--- src/i2cm_pkg.sv ---
`timescale 1ns / 1ps
// ----------------------------------------------------------------------------
// I2C master bit engine package
// Shared widths, reset values, codes and the classified tick entry.
// ----------------------------------------------------------------------------
package i2cm_pkg;

   localparam int PHASE_W     = 10;
   localparam int TMO_W       = 8;
   localparam int BYTE_W      = 8;
   localparam int OPCODE_W    = 2;
   localparam int CSR_IDX_W   = 2;
   localparam int CSR_DATA_W  = 10;
   localparam int QUEUE_DEPTH = 2;

   localparam logic [PHASE_W-1:0] PHASE_TICKS_RST = 10'd72;
   localparam logic [TMO_W-1:0]   ACK_TIMEOUT_RST = 8'd250;

   typedef enum logic [CSR_IDX_W-1:0] {
      CSR_PHASE_TICKS = 2'd0,
      CSR_ACK_TIMEOUT = 2'd1
   } csr_idx_type;

   typedef enum logic [OPCODE_W-1:0] {
      OP_START = 2'd0,
      OP_STOP  = 2'd1,
      OP_WRITE = 2'd2,
      OP_READ  = 2'd3
   } opcode_type;

   typedef enum logic [2:0] {
      CMD_NONE  = 3'd0,
      CMD_START = 3'd1,
      CMD_STOP  = 3'd2,
      CMD_WRITE = 3'd3,
      CMD_READ  = 3'd4
   } cmd_type;

   typedef struct packed {
      cmd_type             cmd;
      logic [BYTE_W-1:0]   tx_byte;
      logic                send_ack;
      logic                sda_in;
   } tick_type;

   typedef struct packed {
      logic [PHASE_W-1:0]  phase_ticks;
      logic [TMO_W-1:0]    ack_timeout;
   } cfg_type;

endpackage

--- src/i2cm_if.sv ---
`timescale 1ns / 1ps
// ----------------------------------------------------------------------------
// I2C master bit engine channels
// Valid/ready channels for ticks, results and register writes.
// ----------------------------------------------------------------------------
interface i2cm_req_if import i2cm_pkg::*; ();
   logic                valid;
   logic                ready;
   logic                cmd_valid;
   logic [OPCODE_W-1:0] opcode;
   logic [BYTE_W-1:0]   tx_byte;
   logic                send_ack;
   logic                sda_in;

   modport source (output valid, cmd_valid, opcode, tx_byte, send_ack, sda_in,
                   input ready);
   modport sink   (input valid, cmd_valid, opcode, tx_byte, send_ack, sda_in,
                   output ready);
endinterface

interface i2cm_rsp_if import i2cm_pkg::*; ();
   logic              valid;
   logic              ready;
   logic              scl_drive;
   logic              sda_drive;
   logic              busy_res;
   logic              done_res;
   logic [BYTE_W-1:0] rx_byte;
   logic              ack_missing;

   modport source (output valid, scl_drive, sda_drive, busy_res, done_res, rx_byte,
                   ack_missing, input ready);
   modport sink   (input valid, scl_drive, sda_drive, busy_res, done_res, rx_byte,
                   ack_missing, output ready);
endinterface

interface i2cm_csr_if import i2cm_pkg::*; ();
   logic                  valid;
   logic                  ready;
   logic [CSR_IDX_W-1:0]  index;
   logic [CSR_DATA_W-1:0] data;

   modport source (output valid, index, data, input ready);
   modport sink   (input valid, index, data, output ready);
endinterface

--- src/i2c_master_bit_engine.sv ---
`timescale 1ns / 1ps
// ----------------------------------------------------------------------------
// I2C master bit engine
// Tick-driven I2C master: start, stop, byte write with ack wait, byte read.
// ----------------------------------------------------------------------------
// Usage:
//   req_bus carries one beat per bus tick: an optional command plus the
//   sampled SDA level. Commands that arrive while a sequence runs are dropped.
//   rsp_bus returns exactly one beat per request beat, in order: SCL/SDA
//   drive levels, busy, done, last received byte and the missing-ack flag.
//   csr_bus writes phase_ticks (index 0) and ack_timeout (index 1); it is
//   always ready outside reset. Write it only while the engine is idle.
// Timing:
//   A request beat passes through the front register, the two-entry queue
//   and the sequencer's result register, in that order, before its result
//   beat is offered on rsp_bus.
//   One beat per cycle is sustained while rsp_ready stays high; the
//   sequencer step updates its state from its own register.
// Reset:
//   Synchronous reset returns to idle with both lines released and the
//   registers at 72 ticks per phase and an ack timeout of 250; req and csr are not ready.
// Stall:
//   When rsp_ready is low the result holds, the queue fills and req_ready
//   drops once the front register and queue are full; nothing is lost.
// ----------------------------------------------------------------------------
module i2c_master_bit_engine import i2cm_pkg::*; (
   input  logic        clock,
   input  logic        reset,
   i2cm_req_if.sink    req_bus,
   i2cm_rsp_if.source  rsp_bus,
   i2cm_csr_if.sink    csr_bus
);

   cfg_type  cfg_ff;
   logic     front_valid;
   logic     front_ready;
   tick_type front_data;
   logic     queue_valid;
   logic     queue_ready;
   tick_type queue_data;

   // Register writes go straight into the configuration register, so never stall them.
   assign csr_bus.ready = !reset;

   always_ff @(posedge clock) begin
      if (reset) begin
         cfg_ff.phase_ticks <= PHASE_TICKS_RST;
         cfg_ff.ack_timeout <= ACK_TIMEOUT_RST;
      end else if (csr_bus.valid && csr_bus.ready) begin
         case (csr_idx_type'(csr_bus.index))
            CSR_PHASE_TICKS: cfg_ff.phase_ticks <= PHASE_W'(csr_bus.data);
            CSR_ACK_TIMEOUT: cfg_ff.ack_timeout <= csr_bus.data[TMO_W-1:0];
            default: ;
         endcase
      end
   end

   // Classify the command and register the beat.
   i2cm_front u_front (
      .clock      (clock),
      .reset      (reset),
      .req_bus    (req_bus),
      .tick_valid (front_valid),
      .tick_ready (front_ready),
      .tick_data  (front_data)
   );

   // Decouple the front from the sequencer so each side can stall alone.
   i2cm_queue u_queue (
      .clock     (clock),
      .reset     (reset),
      .in_valid  (front_valid),
      .in_ready  (front_ready),
      .in_data   (front_data),
      .out_valid (queue_valid),
      .out_ready (queue_ready),
      .out_data  (queue_data)
   );

   // Advance the bus sequence one tick per beat and hold the result.
   i2cm_back u_back (
      .clock      (clock),
      .reset      (reset),
      .cfg        (cfg_ff),
      .tick_valid (queue_valid),
      .tick_ready (queue_ready),
      .tick_data  (queue_data),
      .rsp_bus    (rsp_bus)
   );

endmodule

--- src/i2cm_front.sv ---
`timescale 1ns / 1ps
// ----------------------------------------------------------------------------
// I2C master front stage
// Accept tick beats, classify the command and register the entry.
// ----------------------------------------------------------------------------
module i2cm_front import i2cm_pkg::*; (
   input  logic      clock,
   input  logic      reset,
   i2cm_req_if.sink  req_bus,
   output logic      tick_valid,
   input  logic      tick_ready,
   output tick_type  tick_data
);

   logic     valid_ff;
   tick_type tick_ff;
   tick_type tick_in;

   assign req_bus.ready = !reset && (!valid_ff || tick_ready);
   assign tick_valid    = valid_ff;
   assign tick_data     = tick_ff;

   always_comb begin
      tick_in.tx_byte  = req_bus.tx_byte;
      tick_in.send_ack = req_bus.send_ack;
      tick_in.sda_in   = req_bus.sda_in;
      if (!req_bus.cmd_valid) begin
         tick_in.cmd = CMD_NONE;
      end else begin
         case (opcode_type'(req_bus.opcode))
            OP_START: tick_in.cmd = CMD_START;
            OP_STOP:  tick_in.cmd = CMD_STOP;
            OP_WRITE: tick_in.cmd = CMD_WRITE;
            OP_READ:  tick_in.cmd = CMD_READ;
            default:  tick_in.cmd = CMD_NONE;
         endcase
      end
   end

   always_ff @(posedge clock) begin
      if (reset) begin
         valid_ff <= 1'b0;
      end else if (!valid_ff || tick_ready) begin
         valid_ff <= req_bus.valid;
      end
      if (req_bus.valid && req_bus.ready) begin
         tick_ff <= tick_in;
      end
   end

endmodule

--- src/i2cm_queue.sv ---
`timescale 1ns / 1ps
// ----------------------------------------------------------------------------
// I2C master tick queue
// Short FIFO that decouples the front stage from the sequencer.
// ----------------------------------------------------------------------------
module i2cm_queue import i2cm_pkg::*; (
   input  logic     clock,
   input  logic     reset,
   input  logic     in_valid,
   output logic     in_ready,
   input  tick_type in_data,
   output logic     out_valid,
   input  logic     out_ready,
   output tick_type out_data
);

   localparam int PTR_W = (QUEUE_DEPTH > 1) ? $clog2(QUEUE_DEPTH) : 1;
   localparam int CNT_W = $clog2(QUEUE_DEPTH + 1);
   localparam logic [PTR_W-1:0] PTR_LAST = PTR_W'(QUEUE_DEPTH - 1);
   localparam logic [CNT_W-1:0] CNT_FULL = CNT_W'(QUEUE_DEPTH);

   tick_type         mem_ff [QUEUE_DEPTH];
   logic [PTR_W-1:0] wr_ptr_ff;
   logic [PTR_W-1:0] rd_ptr_ff;
   logic [CNT_W-1:0] count_ff;
   logic             push;
   logic             pop;

   function automatic logic [PTR_W-1:0] bump(input logic [PTR_W-1:0] ptr);
      return (ptr == PTR_LAST) ? '0 : ptr + PTR_W'(1);
   endfunction

   assign in_ready  = (count_ff != CNT_FULL);
   assign out_valid = (count_ff != '0);
   assign out_data  = mem_ff[rd_ptr_ff];
   assign push      = in_valid && in_ready;
   assign pop       = out_valid && out_ready;

   always_ff @(posedge clock) begin
      if (reset) begin
         wr_ptr_ff <= '0;
         rd_ptr_ff <= '0;
         count_ff  <= '0;
      end else begin
         if (push) begin
            wr_ptr_ff <= bump(wr_ptr_ff);
         end
         if (pop) begin
            rd_ptr_ff <= bump(rd_ptr_ff);
         end
         if (push && !pop) begin
            count_ff <= count_ff + CNT_W'(1);
         end else if (pop && !push) begin
            count_ff <= count_ff - CNT_W'(1);
         end
      end
   end

   always_ff @(posedge clock) begin
      if (push) begin
         mem_ff[wr_ptr_ff] <= in_data;
      end
   end

endmodule

--- src/i2cm_back.sv ---
`timescale 1ns / 1ps
// ----------------------------------------------------------------------------
// I2C master bus sequencer
// Run one tick per beat through the bus phase sequence; register the result.
// ----------------------------------------------------------------------------
module i2cm_back import i2cm_pkg::*; (
   input  logic        clock,
   input  logic        reset,
   input  cfg_type     cfg,
   input  logic        tick_valid,
   output logic        tick_ready,
   input  tick_type    tick_data,
   i2cm_rsp_if.source  rsp_bus
);

   typedef enum logic [4:0] {
      ST_IDLE = 5'd0,
      ST_ST0, ST_ST1, ST_ST2, ST_ST3, ST_ST4,
      ST_SP0, ST_SP1, ST_SP2, ST_SP3,
      ST_W0,  ST_W1,  ST_W2,  ST_W3,
      ST_K0,  ST_K1,  ST_K2,  ST_K3,
      ST_R0,  ST_R1,  ST_R2,
      ST_A0,  ST_A1,  ST_A2,  ST_A3
   } step_type;

   typedef struct packed {
      step_type           step;
      logic [PHASE_W-1:0] phase;
      logic [3:0]         bit_cnt;
      logic [BYTE_W-1:0]  shreg;
      logic [TMO_W-1:0]   tmo;
      logic               scl;
      logic               sda;
      logic               ack_choice;
      logic               ack_flag;
      logic [BYTE_W-1:0]  rx_hold;
   } seq_type;

   typedef struct packed {
      logic              scl_drive;
      logic              sda_drive;
      logic              busy_res;
      logic              done_res;
      logic [BYTE_W-1:0] rx_byte;
      logic              ack_missing;
   } rsp_type;

   localparam logic [3:0] BITS_PER_BYTE = 4'd8;

   seq_type            seq_ff;
   seq_type            seq_in;
   rsp_type            out_ff;
   rsp_type            out_in;
   logic               rsp_valid_ff;
   logic               pop;
   logic [PHASE_W-1:0] pt_eff;

   // Enter a phase: reload the phase counter and change at most one line.
   function automatic seq_type enter_step(input seq_type st_i, input step_type s,
                                          input logic [PHASE_W-1:0] pt);
      seq_type st;
      st       = st_i;
      st.step  = s;
      st.phase = pt;
      case (s)
         ST_ST0, ST_ST4, ST_SP0, ST_W0, ST_W3, ST_K3, ST_R1, ST_A0, ST_A3:
            st.scl = 1'b0;
         ST_ST2, ST_SP2, ST_W2, ST_K1, ST_R2, ST_A2:
            st.scl = 1'b1;
         ST_ST1, ST_SP3, ST_K0, ST_R0:
            st.sda = 1'b1;
         ST_ST3, ST_SP1:
            st.sda = 1'b0;
         ST_W1: begin
            st.sda   = st.shreg[BYTE_W-1];
            st.shreg = {st.shreg[BYTE_W-2:0], 1'b0};
         end
         ST_K2:
            st.tmo = '0;
         ST_A1:
            st.sda = !st.ack_choice;
         default:
            st.step = ST_IDLE;
      endcase
      return st;
   endfunction

   assign pt_eff     = (cfg.phase_ticks == '0) ? PHASE_W'(1) : cfg.phase_ticks;
   assign tick_ready = !rsp_valid_ff || rsp_bus.ready;
   assign pop        = tick_valid && tick_ready;

   always_comb begin
      seq_type st;
      logic    done;
      logic    shown_scl;
      logic    shown_sda;
      st   = seq_ff;
      done = 1'b0;

      // Take a command only while idle.
      if (st.step == ST_IDLE && tick_data.cmd != CMD_NONE) begin
         st.bit_cnt = '0;
         case (tick_data.cmd)
            CMD_START: st = enter_step(st, ST_ST0, pt_eff);
            CMD_STOP:  st = enter_step(st, ST_SP0, pt_eff);
            CMD_WRITE: begin
               st.shreg = tick_data.tx_byte;
               st       = enter_step(st, ST_W0, pt_eff);
            end
            CMD_READ: begin
               st.shreg      = '0;
               st.ack_choice = tick_data.send_ack;
               st            = enter_step(st, ST_R0, pt_eff);
            end
            default: ;
         endcase
      end

      shown_scl = st.scl;
      shown_sda = st.sda;

      if (st.step == ST_K2) begin
         // Poll the acknowledge once per tick.
         if (!tick_data.sda_in) begin
            st = enter_step(st, ST_K3, pt_eff);
         end else if (st.tmo >= cfg.ack_timeout) begin
            st.ack_flag = 1'b1;
            st          = enter_step(st, ST_SP0, pt_eff);
         end else begin
            st.tmo = st.tmo + TMO_W'(1);
         end
      end else if (st.step != ST_IDLE) begin
         if (st.phase != '0) begin
            st.phase = st.phase - PHASE_W'(1);
         end
         if (st.phase == '0) begin
            case (st.step)
               ST_ST4, ST_SP3: begin
                  st.step = ST_IDLE;
                  done    = 1'b1;
               end
               ST_K3: begin
                  st.ack_flag = 1'b0;
                  st.step     = ST_IDLE;
                  done        = 1'b1;
               end
               ST_A3: begin
                  st.rx_hold = st.shreg;
                  st.step    = ST_IDLE;
                  done       = 1'b1;
               end
               ST_W3: begin
                  st.bit_cnt = st.bit_cnt + 4'd1;
                  st = enter_step(st, (st.bit_cnt < BITS_PER_BYTE) ? ST_W1 : ST_K0, pt_eff);
               end
               ST_R2: begin
                  st.shreg   = {st.shreg[BYTE_W-2:0], tick_data.sda_in};
                  st.bit_cnt = st.bit_cnt + 4'd1;
                  st = enter_step(st, (st.bit_cnt < BITS_PER_BYTE) ? ST_R1 : ST_A0, pt_eff);
               end
               default:
                  st = enter_step(st, step_type'(5'(st.step) + 5'd1), pt_eff);
            endcase
         end
      end

      seq_in             = st;
      out_in.scl_drive   = shown_scl;
      out_in.sda_drive   = shown_sda;
      out_in.busy_res    = (st.step != ST_IDLE);
      out_in.done_res    = done;
      out_in.rx_byte     = st.rx_hold;
      out_in.ack_missing = st.ack_flag;
   end

   always_ff @(posedge clock) begin
      if (reset) begin
         seq_ff.step       <= ST_IDLE;
         seq_ff.phase      <= '0;
         seq_ff.bit_cnt    <= '0;
         seq_ff.shreg      <= '0;
         seq_ff.tmo        <= '0;
         seq_ff.scl        <= 1'b1;
         seq_ff.sda        <= 1'b1;
         seq_ff.ack_choice <= 1'b0;
         seq_ff.ack_flag   <= 1'b0;
         seq_ff.rx_hold    <= '0;
         rsp_valid_ff      <= 1'b0;
      end else begin
         if (pop) begin
            seq_ff <= seq_in;
         end
         if (tick_ready) begin
            rsp_valid_ff <= tick_valid;
         end
      end
      if (pop) begin
         out_ff <= out_in;
      end
   end

   assign rsp_bus.valid       = rsp_valid_ff;
   assign rsp_bus.scl_drive   = out_ff.scl_drive;
   assign rsp_bus.sda_drive   = out_ff.sda_drive;
   assign rsp_bus.busy_res    = out_ff.busy_res;
   assign rsp_bus.done_res    = out_ff.done_res;
   assign rsp_bus.rx_byte     = out_ff.rx_byte;
   assign rsp_bus.ack_missing = out_ff.ack_missing;

endmodule

--- src/flat_wrapper.sv ---
// flat-port wrapper written by rule: the top's interface ports become plain ports
module i2c_master_bit_engine_flat import i2cm_pkg::*;
  (clock, reset, req_bus_valid, req_bus_cmd_valid, req_bus_opcode, req_bus_tx_byte, req_bus_send_ack, req_bus_sda_in, req_bus_ready, rsp_bus_valid, rsp_bus_scl_drive, rsp_bus_sda_drive, rsp_bus_busy_res, rsp_bus_done_res, rsp_bus_rx_byte, rsp_bus_ack_missing, rsp_bus_ready, csr_bus_valid, csr_bus_index, csr_bus_data, csr_bus_ready);
  i2cm_req_if req_bus_i ();
  i2cm_rsp_if rsp_bus_i ();
  i2cm_csr_if csr_bus_i ();
  input  logic clock;
  input  logic reset;
  input wire logic [$bits(req_bus_i.valid)-1:0] req_bus_valid;
  input wire logic [$bits(req_bus_i.cmd_valid)-1:0] req_bus_cmd_valid;
  input wire logic [$bits(req_bus_i.opcode)-1:0] req_bus_opcode;
  input wire logic [$bits(req_bus_i.tx_byte)-1:0] req_bus_tx_byte;
  input wire logic [$bits(req_bus_i.send_ack)-1:0] req_bus_send_ack;
  input wire logic [$bits(req_bus_i.sda_in)-1:0] req_bus_sda_in;
  output wire logic [$bits(req_bus_i.ready)-1:0] req_bus_ready;
  output wire logic [$bits(rsp_bus_i.valid)-1:0] rsp_bus_valid;
  output wire logic [$bits(rsp_bus_i.scl_drive)-1:0] rsp_bus_scl_drive;
  output wire logic [$bits(rsp_bus_i.sda_drive)-1:0] rsp_bus_sda_drive;
  output wire logic [$bits(rsp_bus_i.busy_res)-1:0] rsp_bus_busy_res;
  output wire logic [$bits(rsp_bus_i.done_res)-1:0] rsp_bus_done_res;
  output wire logic [$bits(rsp_bus_i.rx_byte)-1:0] rsp_bus_rx_byte;
  output wire logic [$bits(rsp_bus_i.ack_missing)-1:0] rsp_bus_ack_missing;
  input wire logic [$bits(rsp_bus_i.ready)-1:0] rsp_bus_ready;
  input wire logic [$bits(csr_bus_i.valid)-1:0] csr_bus_valid;
  input wire logic [$bits(csr_bus_i.index)-1:0] csr_bus_index;
  input wire logic [$bits(csr_bus_i.data)-1:0] csr_bus_data;
  output wire logic [$bits(csr_bus_i.ready)-1:0] csr_bus_ready;
  assign req_bus_i.valid = req_bus_valid;
  assign req_bus_i.cmd_valid = req_bus_cmd_valid;
  assign req_bus_i.opcode = req_bus_opcode;
  assign req_bus_i.tx_byte = req_bus_tx_byte;
  assign req_bus_i.send_ack = req_bus_send_ack;
  assign req_bus_i.sda_in = req_bus_sda_in;
  assign req_bus_ready = req_bus_i.ready;
  assign rsp_bus_valid = rsp_bus_i.valid;
  assign rsp_bus_scl_drive = rsp_bus_i.scl_drive;
  assign rsp_bus_sda_drive = rsp_bus_i.sda_drive;
  assign rsp_bus_busy_res = rsp_bus_i.busy_res;
  assign rsp_bus_done_res = rsp_bus_i.done_res;
  assign rsp_bus_rx_byte = rsp_bus_i.rx_byte;
  assign rsp_bus_ack_missing = rsp_bus_i.ack_missing;
  assign rsp_bus_i.ready = rsp_bus_ready;
  assign csr_bus_i.valid = csr_bus_valid;
  assign csr_bus_i.index = csr_bus_index;
  assign csr_bus_i.data = csr_bus_data;
  assign csr_bus_ready = csr_bus_i.ready;
  i2c_master_bit_engine u_core (.clock(clock), .reset(reset), .req_bus(req_bus_i), .rsp_bus(rsp_bus_i), .csr_bus(csr_bus_i));
endmodule
--- config.mk ---
export PLATFORM = sky130hd
export DESIGN_NAME = i2c_master_bit_engine_flat
export DESIGN_NICKNAME = d
export VERILOG_FILES = /design/src/i2cm_pkg.sv /design/src/i2cm_if.sv /design/src/i2c_master_bit_engine.sv /design/src/i2cm_front.sv /design/src/i2cm_queue.sv /design/src/i2cm_back.sv /design/src/flat_wrapper.sv
export SDC_FILE = /design/constraint.sdc
export NUM_CORES = 1
export LEC_CHECK = 0
export ABC_AREA = 1
export ABC_CLOCK_PERIOD_IN_PS = 4190
export BUFFER_PORTS_ARGS = -buffer_cell sky130_fd_sc_hd__buf_2
export CAP_MARGIN = 20
export CORE_ASPECT_RATIO = 0.6
export CORE_MARGIN = 8
export CORE_UTILIZATION = 55
export CTS_BUF_LIST = sky130_fd_sc_hd__clkbuf_8 sky130_fd_sc_hd__clkbuf_16
export DETAILED_ROUTE_END_ITERATION = 7
export PLACE_DENSITY = 0.72
export SLEW_MARGIN = 20
export SYNTH_ARGS = -nofsm -noshare
export SYNTH_HDL_FRONTEND = slang
export SYNTH_SLANG_ARGS = --single-unit
--- constraint.sdc ---
create_clock -name clock -period 4.19 [get_ports clock]
set_input_delay 0.419 -clock clock [delete_from_list [all_inputs] [get_ports clock]]
set_output_delay 0.419 -clock clock [all_outputs]
set_load 0.01 [all_outputs]
# Word-level counts from Yosys, hierarchy flattened
# Memory sizes are Yosys's and may differ from the RTL's. A register that Yosys moved wholly into a read port is not among the register bits.
# Index checks and enable logic that the tools add are counted.
# Widths: inputs -> output; s select.
[word_totals] memories=1 in_bits=30 register_bits=97 word_cells=218 ram_bits=26
[op_classes] order_cmp=2 bitwise_logic=2 n_reduce_logical=46 mux=44 eq_ne=88 add_sub_neg=8
[mem_list] memory="u_core.u_queue.mem_ff" words=2 word_bits=13 rd=1 rd_clocked_by_memory_dff=1 wr=1 line_no="i2cm_queue.sv:22" rtl="tick_type mem_ff [QUEUE_DEPTH];"
[op_table] operator="$mux 47" count=5
[op_table] operator="$pmux 47 s4" count=1
[op_table] operator="$eq 5x5->1 const B" count=22
[op_table] operator="$pmux 33 s3" count=1
[op_table] operator="$eq 5x4->1 const B" count=18
[op_table] operator="$reduce_or 24->1" count=3
[op_table] operator="$mux 8" count=8
[op_table] operator="$eq 4x5->1 const B" count=9
[op_table] operator="$eq 5x3->1 const B" count=9
[op_table] operator="$mux 10" count=4
[op_table] operator="$eq 4x4->1 const B" count=8
[op_table] operator="$mux 27" count=1
[op_table] operator="$reduce_or 9->1" count=3
[op_table] operator="$eq 5x2->1 const B" count=4
[op_table] operator="$logic_not 10->1" count=2
[op_table] operator="$reduce_or 6->1" count=3
[op_table] operator="$eq 4x3->1 const B" count=4
[op_table] operator="$reduce_or 4->1" count=4
[op_table] operator="$pmux 5 s3" count=1
[op_table] operator="$mux 12" count=1
[op_table] operator="$pmux 1 s4" count=3
[op_table] operator="$pmux 3 s4" count=1
[op_table] operator="$eq 5x1->1 const B" count=2
[op_table] operator="$mux 5" count=2
[op_table] operator="35 further kinds" count=71

# Depth between registers and ports, before layout
[logic_depth] word_depth=15 ltp_mapped=28 mapped_depth_nobuf=26

# Hierarchy
# Synthesis repeated with hierarchy kept, for this count alone.
[hier_totals] hier_cells=1022 hier_area_um2=7546.0
[modules_own_cells] mod="i2cm_back" n_inst=1 seq_area_each_um2=1351.3 cells_each=803 area_per_inst_um2=5046.1
[modules_own_cells] mod="i2cm_queue" n_inst=1 seq_area_each_um2=880.8 cells_each=77 area_per_inst_um2=1219.9
[modules_own_cells] mod="i2c_master_bit_engine" n_inst=1 seq_area_each_um2=360.3 cells_each=110 area_per_inst_um2=763.2
[modules_own_cells] mod="i2cm_front" n_inst=1 seq_area_each_um2=410.4 cells_each=32 area_per_inst_um2=516.7

# Least setup slack after synthesis
# No wires, ideal clock.
[synth_timing] kind="register to register" start="register with a tool-made name" end="register u_core.u_back.out_ff, in the netlist u_core.u_back.rsp_bus.busy_res, data pin" t_arrival_ps=3048 setup_ps=134 stages_incl_launch_ff=24 setup_slack_ps=1008 path_buffers=3 path_cell_list="dfxtp_1 buf_6 inv_4 nand2_1 nand2_1 nand3_2 o21ai_0 inv_1 ha_1 clkbuf_1 inv_1 nor2_1 nand2_1 nand2_1 nor2_1 inv_1 buf_2 nor2_1 nand2_1 nand3_1 nand2_1 nand2_1 nor2_1 nand3_1"
[synth_lines] item="end signal, assigned" line_no="i2cm_back.sv:198" rtl="out_ff <= out_in;"
[synth_lines] item="end, declared" line_no="i2cm_back.sv:52" rtl="rsp_type out_ff;"

# Worst setup path in the final report
[layout_timing] start="register u_core.u_back.seq_ff[42] (netlist name)" end="register u_core.u_back.seq_ff[38] (netlist name)"
[layout_between] elab_chain_len=11 word_cells_on_any_way=26 classes_between="add/sub: 1; order compare: 1; eq/ne: 7; mux: 11; reduce/logical: 6"
[layout_lines] item="start, declared" line_no="i2cm_back.sv:50" rtl="seq_type seq_ff;"
[layout_lines] item="start signal, assigned" line_no="i2cm_back.sv:191" rtl="seq_ff <= seq_in;"
[layout_lines] item="$logic_not 5->1" line_no="i2cm_back.sv:101" rtl="if (st.step == ST_IDLE && tick_data.cmd != CMD_NONE) begin"
[layout_lines] item="$logic_and 1x1->1" line_no="i2cm_back.sv:101"
[layout_lines] item="$mux 47 (*)" line_no="i2cm_back.sv:101"
[layout_lines] item="$sub 10x1->10 or $reduce_bool 10->1 (tied branches)" line_no="i2cm_back.sv:134, i2cm_back.sv:133"
[layout_lines] item="$mux 10" line_no="i2cm_back.sv:133" rtl="if (st.phase != '0) begin"
[layout_lines] item="$mux 10" line_no="i2cm_back.sv:132" rtl="end else if (st.step != ST_IDLE) begin"
[layout_lines] item="$mux 10" line_no="i2cm_back.sv:122" rtl="if (st.step == ST_K2) begin"
[layout_lines] item="$logic_not 10->1 or $pmux 33 s3 (tied branches)" line_no="i2cm_back.sv:136, i2cm_back.sv:137"
[layout_lines] item="$mux 47" line_no="i2cm_back.sv:136" rtl="if (st.phase == '0) begin"
[layout_lines] item="$mux 47" line_no="i2cm_back.sv:132"
[layout_lines] item="$mux 47 (*)" line_no="i2cm_back.sv:122"
# Every way passes the cells marked *; elsewhere a longest branch is shown, timed or not. The select of a mux whose other input is x is not followed.
# A chain may end at the register's enable or synchronous reset.

==> impl_results.md <==
- Status: finished, final reports clean
- Synth area leaders: edfxtp_1 (21%), dfxtp_1 (20%), nand2_1 (10%), inv_1 (7.0%), o21ai_0 (6.0%)
- CTS max path bufs: 2
- Avg WL per Cell: 17.9 um
- Placed cell count: 1,199
- Top FF cell, synth: dfxtp_1
- FILL cells: 1,125
- Post-synth cell types: 44
- Most used cell along the critical path: nand2_1
- Clk Latency, worst-skew pair: 420 ps
- Synth Net Count: 1,044
- Final ANT Viol Nets: 0
- Startpoint types: flop
- Core Region: 13,000 sq um
- Peak VDD IR: 0.441 mV
- Die X-Extent: 166 um
- Critical Path Sink Type: flop
- Die ar.: 17,500 sq um
- Worst setup path class: reg2reg
- Critical-path cell list: nor2_1, nand4_1, inv_2, nand2_2, inv_4, nand3_1, nand2_2, ha_1, nand3_1, nor2_4, nand3_4, nand2_1, nand2_1, inv_2, nand2_1, nor2_1, nand3_4, clkinv_4, nand2_1, o21ai_0, nand2_1, a21oi_1
- PortBufs: 45
- Hpwl dp: 15.7 mm
- Critical-path maximum fanout: 19
- EDFF count, synth: 52
- Arr. time, crit path: 4290 ps
- Final hold vios: 0
- Pin count of the biggest net entering global routing: 57
- H-tree levels: 4
- Worst Hold End: u_core.u_front.tick_data[7]$_DFFE_PP_
- GRT Util Overall: 24.6%
- Final worst path period need: 3930 ps
- Post-Route Setup TNS: 0 ps
- Max-slew headroom: 45.4%
- Leading area contributor after synthesis: edfxtp_1
- Layout cells sized above 1: 15.8%
- Clock Sinks: 124
- Final setup vio count: 0
- DRC: 0
- Hold crit path type: in2reg
- Commonest non-fill, non-tap cell in the layout: nand2_1
- Reg2Reg Depth: 22
- Cell Pwr Density: 828 nW/um^2
- Yosys warns: 0
- Drt via density: 5.86
- Cell area after layout: 8480 sq um
- Most frequent cells in the layout: nand2_1 (198), inv_1 (138), o21ai_0 (89), nor2_1 (84), a21oi_1 (78)
- Post-layout nets: 1,101
- Area share of the largest cell type after synthesis: 21.1%
- CP required: 4540 ps
- Clock Skew: 13.3 ps
- Final Cycle Share: 93.9%
- CTS root buf: clkbuf_16
- Post-Syn Area: 7390 sq um
- Initial DRC count: 850
- Cell Rows: 32
- Area of placed instances: 7840 sq um
- FFs w/ async S/R, synth: 0%
- Synth Instances: 994
- Worst flop-to-flop path endpoint: u_core.u_back.seq_ff[38]$_SDFFE_PP0P_
- Total CTS buffers: 17
- Least-Margin Pin Slew: 813 ps
- WL final: 22.1 mm
- Vias in the first global route: 6,431
- Final antenna diode count: 0
- Global route overflow: 0
- Max-cap violations: 0
- Area Overhead vs Synth: 14.7%
- Hold buffer count at CTS: 0
- CTS tree: built
- Post-Syn Area per Cell: 7.44 sq um
- Overall die height: 106 um
- Critical register-to-register path startpoint: u_core.u_back.seq_ff[42]$_SDFFE_PP0P_
- Total Power: 7.02 mW
- Via count: 7,235
- TritonRoute pass-1 iters: 6
- Leakage: 3.78 nW
- Register area share after synthesis: 40.6%
- Hold-critical path depth: 1
- RSZ-0062 raised after global routing: no
- Fmax: 254 MHz
- GP Congestion: 0.961
- Max incr delay on CP: 320 ps
- Number of synthesized register bits: 124
- Crit-path slowest cell: dfxtp_1
- Slew Viols, Final: 0
- First-pass GRT wire length: 35.0 mm
- R2R setup slack: 260 ps
- Clock-pin slew on the worst setup and hold paths: 70 ps
- Non-filler cells, final: 1,234
- Io pins: 46
- Worst Min Path Start: req_bus_tx_byte[5]
- Starting Density: 57.0%
- Initial antenna violation count: 0
final cells by class:
cell class	instances	area [sq um]	share of cell area (%)
clock buffers	17	425	5.02
well taps	170	213	2.51
repair buffers	70	413	4.87
clock inverters	15	163	1.92
inverters	150	573	6.76
multi-input cells	688	3690	43.5
flip-flops and latches	124	3000	35.4
critical path: cells and delay by family (launching register included):
kind / cells / cell delay, ps
and+or+nand+nor: 15 / 2250
buffers and inverters: 4 / 640
AOI/OAI and AO/OA: 2 / 430
DFF: 1 / 320
adders and majority gates: 1 / 180
power by group:
group | total [mW] | internal, mW | switching [mW]
combinational | 3.86 | 1.13 | 2.73
sequential | 1.69 | 1.56 | 0.131
clock | 1.47 | 0.803 | 0.671
total | 7.02 | 3.50 | 3.53
repair_timing:
action	in CTS	in global routing
endpoints found under the setup margin	0	35
setup buffers	0	2
hold endpoints to repair	0	0
gates resized for setup	0	5
registers in the layout (all words and copies together) (netlist names), named ones only:
signal	count
u_core.cfg_ff	18
u_core.u_queue.wr_ptr_ff	1
u_core.u_back.rsp_bus.ack_missing	1
u_core.u_queue.mem_ff	26
u_core.u_queue.rd_ptr_ff	1
u_core.u_back.rsp_bus.busy_res	1
u_core.u_queue.count_ff	2
u_core.u_back.seq_ff	47
u_core.u_front.tick_valid	1
u_core.u_front.tick_data	13
u_core.u_back.rsp_bus.rx_byte	8
u_core.u_back.rsp_bus.valid	1
u_core.u_back.rsp_bus.sda_drive	1
u_core.u_back.rsp_bus.scl_drive	1
u_core.u_back.rsp_bus.done_res	1
metrics by stage:
step / setup slack (ps) / util [%] / hold WS, ps
floorplan: 1010 / - / 421
global placement: 383 / 60.5 / 433
detailed placement: 231 / 60.5 / 439
CTS: 210 / 65.0 / 161
global route: 9.78 / 65.4 / 151
finish: 257 / 65.4 / 166
synthesized netlist by cell type, types with 9 or more instances:
cell type	instances
a21oi_1	79
clkbuf_1	23
dfxtp_1	72
edfxtp_1	52
ha_1	20
inv_1	138
mux2i_1	9
nand2_1	198
nand2_2	19
nand3_1	68
nand4_1	21
nor2_1	85
nor3_1	10
o211ai_1	14
o21ai_0	89
o21ai_2	11
worst max path at each step:
stage / startpoint / end / slack (ps) / cells after the start
finish: u_core.u_back.seq_ff[42]$_SDFFE_PP0P_ / u_core.u_back.seq_ff[38]$_SDFFE_PP0P_ / 260 / 22
floorplan: flop / u_core.u_back.rsp_bus.busy_res$_DFFE_PP_ / 1010 / 23
CTS: flop / u_core.u_back.rsp_bus.busy_res$_DFFE_PP_ / 210 / 24
detailed placement: flop / u_core.u_back.rsp_bus.busy_res$_DFFE_PP_ / 230 / 24
global route: u_core.u_back.seq_ff[42]$_SDFFE_PP0P_ / u_core.u_back.seq_ff[33]$_SDFFE_PP0P_ / 10 / 22
global placement: flop / u_core.u_back.rsp_bus.busy_res$_DFFE_PP_ / 380 / 22
logic make-up (layout without fill, tap and decap cells):
kind of cell / after synthesis / count (layout) / share of synthesized area [%]
compound gates: 230 / 230 / 17.8
xor+xnor: 5 / 5 / 0.694
fa+ha+maj: 20 / 20 / 3.39
buf+inv: 183 / 252 / 10.1
flops: 124 / 124 / 40.6
mux: 9 / 9 / 1.22
simple gates: 423 / 424 / 26.2
metal layers:
metal	vias up	GRT usage (%)	part of all wire, %
met5	-	0	0
met4	0	4.67	1.1
met3	31	8.49	13
met2	445	32.1	38
met1	3321	37.6	48
li1	3438	-	-
(Power assumes the default switching activity.)
